<file path="src/hdl/twfra_pkg.sv">
// package for the frame rate averager: widths, controller states and the
// command/status structs shared by controller and datapath. no dependencies
package twfra_pkg;

  localparam int RingDepth = 256;
  localparam int IdxW      = $clog2(RingDepth);
  localparam int CntW      = IdxW + 1;
  localparam int TimeW     = 63;
  localparam int WinW      = 40;
  localparam int SpanCfgW  = 20;
  localparam int SumW      = 32 + CntW;
  localparam int NumW      = 96;

  localparam logic [63:0] NsPerSecQ16 = 64'd65536000000000;

  localparam logic CMD_RECORD = 1'b0;
  localparam logic CMD_CLEAR  = 1'b1;

  // config register indexes
  localparam logic CFG_WINDOW   = 1'b0;
  localparam logic CFG_MIN_SPAN = 1'b1;

  localparam logic [31:0] ReadyZero = 32'd0;

  typedef enum logic [3:0] {
    ST_IDLE,
    ST_CLEAR,
    ST_DROP,
    ST_WRITE,
    ST_EVRD,
    ST_EVCHK,
    ST_DIV_SETUP,
    ST_DIV_RUN,
    ST_OUT
  } state_t;

  typedef struct packed {
    logic load_item;
    logic clear_all;
    logic drop_head;
    logic write_tail;
    logic read_head;
    logic div_start;
    logic div_step;
    logic finish;
  } dp_cmd_t;

  typedef struct packed {
    logic is_clear;
    logic changed;
    logic ring_full;
    logic evict;
    logic div_done;
  } dp_sts_t;

endpackage

</file>
<file path="src/hdl/twfra_ctrl.sv">
// controller state machine: sequences clear, record, eviction walk and division
// depends on twfra_pkg
module twfra_ctrl (
  input  logic               clk,
  input  logic               rst_n,
  input  logic               in_fire,
  output logic               in_ready,
  output logic               out_valid,
  input  logic               out_ready,
  output twfra_pkg::dp_cmd_t cmd,
  input  twfra_pkg::dp_sts_t sts
);
  import twfra_pkg::*;

  state_t state_r, state_nxt;
  logic   ovalid_r, ovalid_nxt;

  always_ff @(posedge clk) begin
    if (!rst_n) begin
      state_r <= ST_IDLE; ovalid_r <= 1'b0;
    end else begin
      state_r <= state_nxt; ovalid_r <= ovalid_nxt;
    end
  end

  always_comb begin
    state_nxt = state_r;
    cmd = '0;
    ovalid_nxt = ovalid_r && !out_ready;
    in_ready = 1'b0;
    case (state_r)
      ST_IDLE: begin
        in_ready = 1'b1;
        cmd.load_item = in_fire;
        cmd.read_head = 1'b1;
        if (in_fire) state_nxt = ST_CLEAR;
      end
      ST_CLEAR: begin
        if (sts.is_clear) begin
          if (sts.changed) begin
            if (!ovalid_nxt) begin
              cmd.clear_all = 1'b1; ovalid_nxt = 1'b1; state_nxt = ST_IDLE;
            end
          end else begin
            cmd.clear_all = 1'b1; state_nxt = ST_IDLE;
          end
        end else if (sts.ring_full) begin
          cmd.drop_head = 1'b1; state_nxt = ST_WRITE;
        end else state_nxt = ST_WRITE;
      end
      ST_WRITE: begin
        cmd.write_tail = 1'b1; state_nxt = ST_EVRD;
      end
      ST_EVRD: begin
        cmd.read_head = 1'b1; state_nxt = ST_EVCHK;
      end
      ST_EVCHK: begin
        if (sts.evict) begin
          cmd.drop_head = 1'b1; state_nxt = ST_EVRD;
        end else begin
          cmd.div_start = 1'b1; state_nxt = ST_DIV_RUN;
        end
      end
      ST_DIV_RUN: begin
        if (sts.div_done) state_nxt = ST_OUT;
        else cmd.div_step = 1'b1;
      end
      ST_OUT: begin
        if (!ovalid_nxt) begin
          cmd.finish = 1'b1; ovalid_nxt = 1'b1; state_nxt = ST_IDLE;
        end
      end
      default: state_nxt = ST_IDLE;
    endcase
  end

  assign out_valid = ovalid_r;

`ifndef ASSERT_OFF
  a_out_hold: assert property (@(posedge clk) disable iff (!rst_n)
    out_valid && !out_ready |=> out_valid) else $error("result dropped");
  a_ready_idle: assert property (@(posedge clk) disable iff (!rst_n)
    in_ready |-> state_r == ST_IDLE) else $error("ready outside idle");
  a_finish_free: assert property (@(posedge clk) disable iff (!rst_n)
    cmd.finish |-> !out_valid || out_ready) else $error("result overwritten");
`endif
endmodule

</file>
<file path="config.mk">
export PLATFORM = sky130hd
export DESIGN_NAME = twfra_ctrl
export DESIGN_NICKNAME = d
export VERILOG_FILES = /design/src/hdl/twfra_pkg.sv /design/src/hdl/twfra_ctrl.sv
export SDC_FILE = /design/constraint.sdc
export NUM_CORES = 1
export LEC_CHECK = 0
export BUFFER_PORTS_ARGS = -buffer_cell sky130_fd_sc_hd__buf_2
export CAP_MARGIN = 30
export CELL_PAD_IN_SITES_DETAIL_PLACEMENT = 0
export CELL_PAD_IN_SITES_GLOBAL_PLACEMENT = 1
export CORE_MARGIN = 1
export CORE_UTILIZATION = 28
export DETAILED_ROUTE_END_ITERATION = 8
export GPL_TIMING_DRIVEN = 0
export PLACE_DENSITY_LB_ADDON = 0.25
export SLEW_MARGIN = 30
export SYNTH_ARGS = -nofsm -noshare
export SYNTH_HDL_FRONTEND = slang
export SYNTH_SLANG_ARGS = --single-unit
</file>
<file path="constraint.sdc">
create_clock -name clk -period 1.8 [get_ports clk]
set_input_delay 0.27 -clock clk [delete_from_list [all_inputs] [get_ports clk]]
set_output_delay 0.27 -clock clk [all_outputs]
set_load 0.01 [all_outputs]
</file>
Word-level counts from Yosys, hierarchy flattened --
Index checks and enable logic that the tools add are counted. W data, S select, Z words.
Cells by class: eq/ne operators 8, muxes and demuxes 27, reductions and logical operators 5
Operators with widths (count):
- $pmux W4 S7 | 1
- $mux W4 | 5
- $mux W1 | 18
- $eq A4 B3 Y1 const B | 3
- $eq A4 B1 Y1 const B | 1
- $eq A4 B2 Y1 const B | 1
- $eq A4 B4 Y1 const B | 1
- $logic_not A4 Y1 | 1
- $ne A2 B2 Y1 const B | 2
- $pmux W1 S2 | 2
- $mux W2 | 1
- $reduce_and A2 Y1 | 1
- $reduce_or A2 Y1 | 1
- $logic_and A1 B1 Y1 | 1
- $logic_not A1 Y1 | 1
Word-level totals: output and inout port bits 10, flip-flop bits (word level) 5

Depth between registers and ports, before layout --
Gate-level depths: netlist of run 1.
word-level depth 6, gate-level depth with buffers 5, depth with buffers taken out 4

Least setup slack after synthesis of run 1 --
No wires, ideal clock.
path type reg-to-output, from register state_r[0], to output port cmd[7] in the netlist's numbering, data arrival time 1.201 ns, stages on the path, launching flop included 4, path slack 0.329 ns, path through dfxtp_1 > buf_2 > nor4_1 > and2_1
RTL lines:
- start: declaration | line twfra_ctrl.sv:15 | state_t state_r, state_nxt;
- start signal: assignment | line twfra_ctrl.sv:22 | state_r <= state_nxt; ovalid_r <= ovalid_nxt;
- end: declaration | line twfra_ctrl.sv:10 | output twfra_pkg::dp_cmd_t cmd,

==> results of run 1 <==
-- state kept, by name, indices dropped and copies added (netlist names) --
register	flops
state_r	4
out_valid	1
-- metal layers --
layer / routed length (um) / GRT usage / vias up
met1: 489 / 0.196 / 195
met4: 6 / 0.103 / 0
li1: - / - / 237
met5: 0 / 0 / -
met2: 464 / 0.217 / 14
met3: 59 / 0.0231 / 2
-- final cells by class --
type	instances	area (um2)	share of cell area
plain buffers	3	27.5	0.0502
well taps	14	17.5	0.0320
multi-input cells	40	239	0.436
repair buffers	22	120	0.219
inverters	4	15.0	0.0274
flip-flops and latches	5	103	0.187
clock buffers	4	26.3	0.0479
-- per-stage QoR --
step	util	worst slack (ns)	setup TNS [ns]	hold slack, ns
4_1_cts	0.439	0.00757	0	0.294
2_1_floorplan	-	0.330	0	0.398
3_3_place_gp	0.414	0.267	0	0.537
5_1_grt	0.462	-0.00440	-0.00440	0.296
3_5_place_dp	0.414	0.266	0	0.546
6_report	0.462	0.0403	0	0.292
-- critical path, stage by stage, from the launching register on --
cell and delay [ns]:
dfxtp_2 0.32, buf_6 0.11, or4_4 0.51, and2b_1 0.20, buf_2 0.12
-- logic make-up (layout without fill, tap and decap cells) --
logic type | count (synthesis) | in the layout | share of synthesized area
DFF | 5 | 5 | 0.261
AOI/OAI and AO/OA | 12 | 12 | 0.225
and+or+nand+nor | 28 | 28 | 0.399
buffers and inverters | 8 | 33 | 0.114
-- placed cells by master, fill, tap and decap left out, types with 2 or more instances in the layout --
| cell type | synthesis | layout |
|---|---|---|
| buf_2 | 2 | 19 |
| nor2_1 | 7 | 7 |
| nand2_1 | 5 | 5 |
| inv_1 | 4 | 4 |
| o21ai_0 | 4 | 4 |
| buf_4 | 1 | 4 |
| nor3_1 | 3 | 3 |
| clkbuf_4 | 0 | 3 |
| dfxtp_1 | 5 | 3 |
| buf_6 | 1 | 2 |
| and3_1 | 2 | 2 |
| and2b_1 | 2 | 2 |
| nor2b_1 | 2 | 2 |
| a32o_1 | 2 | 2 |
| dfxtp_2 | 0 | 2 |
-- report_power, final --
group	total, mW	switching (mW)	internal (mW)
logic	0.0964	0.0504	0.0460
clock network	0.128	0.0443	0.0837
registers	0.124	0.00598	0.118
-- worst paths after layout --
kind | end | slack [ns] | cells after the start
hold / removal | state_r[1]$_SDFFE_PN0P_ | 0.29 | 2
setup / recovery | cmd[0] | 0.04 | 4
setup reg to reg | state_r[0]$_SDFFE_PN0P_ | 0.31 | 7
hold reg to reg | out_valid$_SDFF_PN0_ | 0.57 | 2
-- timing repair --
action / in CTS / in global routing
hold endpoints to repair: 0 / 0
setup endpoints to repair: 1 / 1
pin swaps: 0 / 0
setup buffers: 0 / 4
resized for setup: 1 / 2
==> summary.md, run 1 <==
| Metric | Value |
|---|---|
| Status | `completed` |
| N_diodes | `0` |
| Commonest cells post-synth | `7 x nor2_1, 5 x dfxtp_1, 5 x nand2_1` |
| CTS Hold Bufs | `0` |
| Layout Nets | `88` |
| Core area | `1190 um2` |
| Max VDD drop | `between 0.0002 and 0.0003 V` |
| Post-route ant nets | `0` |
| Die W | `39.0 um` |
| Hold Crit Class | `in2reg` |
| Synth warn | `0` |
| Achievable frequency | `568 MHz` |
| Initial drt markers | `2` |
| Syn avg cell area | `7.22 um2` |
| H-tree levels | `1` |
| Die H | `39.0 um` |
| Worst-Margin Slew | `0.310 ns` |
| Filler instances | `136` |
| Num rows | `12` |
| DIE AREA | `1520 um2` |
| Port buffer count | `18` |
| Crit. End Element | `output port` |
| Final Power | `around 0.35 mW` |
| Final Cycle Share | `0.978` |
| Pleak | `0.279 nW` |
| Area after DPL | `490 um2` |
| Crit. Startpoint | `state_r[1]$_SDFFE_PN0P_` |
| CTS Buf Count | `3` |
| Pin count of the biggest net entering global routing | `11` |
| Worst r2r src | `state_r[3]$_SDFFE_PN0P_` |
| Worst setup path category | `reg2out` |
| Vias in the first global route | `341` |
| Clock latency on the worst-skew pair | `0.24 ns` |
| CTS root buf | `clkbuf_4` |
| Worst-case clock buffer depth | `2` |
| TritonCTS clock tree | `done` |
| Post-synth EDFFs | `0` |
| Layout cells sized above 1 | `0.410` |
| Minimum clock period | `1.76 ns` |
| Inst Count DP | `85` |
| Gate Count Post-Synth | `53` |
| Final setup fails | `0` |
| Finished Layout Cells | `92` |
| DR vias | `roughly 450` |
| TritonRoute pass-1 iters | `4` |
| Num ports | `19` |
| Post-synthesis cell type with the largest combined area | `dfxtp_1` |
| Overflow after GRT | `0` |
| DRC violations left | `0` |
| Hold Crit Start | `rst_n` |
| Max cap viols | `0` |
| Post-DR vias/cell | `roughly 5` |
| Max Slew Vio Count | `0` |
| Library cells used by synthesis | `26` |
| Sequential share of the synthesized area | `0.261` |
| Worst Skew | `~0.0011 ns` |
| Final Cell Area | `548 um2` |
| Routability congestion estimate | `0.747` |
| Crit path DAT | `1.49 ns` |
| Clock transition at the registers of the reported paths | `0.04 ns` |
| Syn-to-layout area delta | `43.1%` |
| Async set or reset register ratio after synthesis | `0` |
| Area of the mapped netlist | `383 um2` |
| Top post-synthesis cells by area | `dfxtp_1 26%, nor2_1 6.9%, a32o_1 5.2%` |
| Flops & latches, synth | `5` |
| Syn Nets | `62` |
| Final wirelength | `1020 um` |
| Starting Density | `0.323` |
| Synth Flop Type | `dfxtp_1` |
| Initial antenna violation count | `0` |
| Pwr Density | `roughly 640 nW/um2` |
| First-pass GRT wire length | `1500 um` |
| Crit-path max FO | `4` |
| Clock tree sinks | `5` |
| Share of the synthesized area in the top cell type | `0.261` |
| Slew headroom | `0.788` |
| Total track usage | `0.149` |
| Startpoint types | `register` |
| CP required | `roughly 1.5 ns` |
| DR WL/cell | `roughly 11 um` |
| Final hold viol count | `0` |
| Detail Placement HPWL | `740 um` |
| Most frequent cell after synthesis | `nor2_1` |
(Power assumes the default switching activity.)
==> run 2: changes to the inputs <==
- RECOVER_POWER: unset -> 50
==> summary.md, run 2 (synthesized netlist as in run 1, its figures left out) <==
| Metric | Value |
|---|---|
| Max cap viols | `0` |
| Post-placement setup slack | `0.266 ns` |
| Met1 Usage GRT | `0.196` |
| DIE AREA | `1520 um2` |
| Final wirelength | `1020 um` |
| TritonCTS clock tree | `done` |
| Slew headroom | `0.788` |
| Register area | `103 um2` |
| Gr busiest metal | `met2` |
| Die W | `39.0 um` |
| Filler instances | `136` |
| Status | `completed` |
| Most common cell after layout, fill and taps aside | `buf_2` |
| Clock transition at the registers of the reported paths | `about 0.040 ns` |
| DR WL/cell | `11.1 um` |
| Minimum clock period | `1.76 ns` |
| Layout Nets | `slightly below 90` |
| Final hold viol count | `0` |
| Overflow after GRT | `0` |
| CP max-delay cell | `or4_4` |
| Post-DR vias/cell | `4.88` |
| Layout cells sized above 1 | `0.385` |
| CTS Hold Bufs | `0` |
| Port buffer count | `18` |
| Final WS setup | `0.0403 ns` |
| Initial antenna violation count | `0` |
| Die H | `39.0 um` |
| Core area | `between 1000 and 1500 um2` |
| Startpoint types | `register` |
| Area of the multi-input gates | `239 um2` |
| DR vias | `~450` |
| Crit. End Element | `output port` |
| Pwr Density | `635 nW/um2` |
| Final setup fails | `0` |
| Crit-path max FO | `4` |
| Met2 GRT Util | `0.217` |
| Hold Crit Class | `in2reg` |
| N_diodes | `0` |
| Pin count of the biggest net entering global routing | `11` |
| DRC violations left | `0` |
| Max reg flops | `4` |
| Clock tree sinks | `5` |
| Crit path DAT | `1.49 ns` |
| Commonest cells after routing, fill and taps aside | `17 x buf_2, 7 x nor2_1, 5 x nand2_1` |
| Post-route ant nets | `0` |
| Worst setup path category | `reg2out` |
| Starting Density | `0.323` |
| Worst Skew | `0.000279 ns` |
| Final Cycle Share | `0.978` |
| CP max stage delay | `around 0.51 ns` |
| Initial drt markers | `2` |
| CP required | `1.53 ns` |
| Inst Count DP | `85` |
| Most flop-heavy register | `state_r` |
| Num ports | `19` |
| CTS Buf Count | `3` |
| Pleak | `0.272 nW` |
| Num rows | `12` |
| Total track usage | `0.149` |
| TritonRoute pass-1 iters | `4` |
| Routability congestion estimate | `0.747` |
| Worst-case clock buffer depth | `2` |
| Max Slew Vio Count | `0` |
| First-pass GRT wire length | `1500 um` |
| Syn-to-layout area delta | `42.5%` |
| Cell chain of the critical path | `buf_6 > or4_4 > and2b_1 > buf_2` |
| Met3 usage in global routing | `0.0231` |
| Max VDD drop | `0.000289 V` |
| Clock latency on the worst-skew pair | `0.24 ns` |
| Achievable frequency | `568 MHz` |
| Vias in the first global route | `341` |
| Detail Placement HPWL | `between 700 and 800 um` |
| Finished Layout Cells | `92` |
| CTS root buf | `clkbuf_4` |
| Worst-Margin Slew | `0.310 ns` |
| H-tree levels | `1` |
==> run 2: cell count changes in the layout (fill, tap and decap cells not counted) <==
| cell | delta |
|---|---|
| buf_2 | -2 |
| clkbuf_1 | +2 |
==> run 2: critical path, delay by kind of cell (launching register included) <==
family	cells	cell delay, ns
flip-flops	1	0.32
AND/OR/NAND/NOR	2	0.71
buffers and inverters	2	0.23
==> run 2: worst paths after layout <==
check,startpoint,to,slack (ns),cells after the start
max,state_r[1]$_SDFFE_PN0P_,cmd[0],0.04,4
min,rst_n,state_r[1]$_SDFFE_PN0P_,0.29,2
max reg2reg,state_r[3]$_SDFFE_PN0P_,state_r[0]$_SDFFE_PN0P_,0.31,7
min reg2reg,out_valid$_SDFF_PN0_,out_valid$_SDFF_PN0_,0.57,2
==> run 2: what timing repair did <==
action,4_1_cts,5_1_grt
resized for setup,1,2
hold endpoints to repair,0,0
setup buffers,0,4
setup endpoints to repair,1,1
==> run 2: per-stage QoR <==
stage	setup TNS, ns	area [um2]	util	hold slack [ns]	total power, mW
finish	0	546	0.460	0.292	0.346
floorplan	0	383	-	0.398	0.185
global route	-0.00439	546	0.460	0.296	0.368
detailed placement	0	490	0.414	0.546	0.222
global placement	0	490	0.414	0.537	0.221
CTS	0	520	0.439	0.294	0.354
==> run 2: where the power goes <==
| group | internal [mW] | leakage, nW | total [mW] | switching (mW) |
|---|---|---|---|---|
| logic | 0.0448 | 0.216 | 0.0954 | 0.0506 |
| clock network | 0.0837 | 0.0150 | 0.127 | 0.0437 |
| registers | 0.118 | 0.0417 | 0.124 | 0.00599 |
==> run 2: layout make-up <==
class,count,share of cell area
tap,14,0.0321
buffer,3,0.0505
timing repair buffer,22,0.216
multi-input combinational,40,0.438
sequential,5,0.188
inverter,4,0.0275
clock buffer,4,0.0482
==> run 2: metal layers <==
layer,part of all wire,vias to the layer above
li1,-,237
met1,0.48,196
met2,0.46,14
met3,0.058,2
met4,0.0059,0
met5,0,-
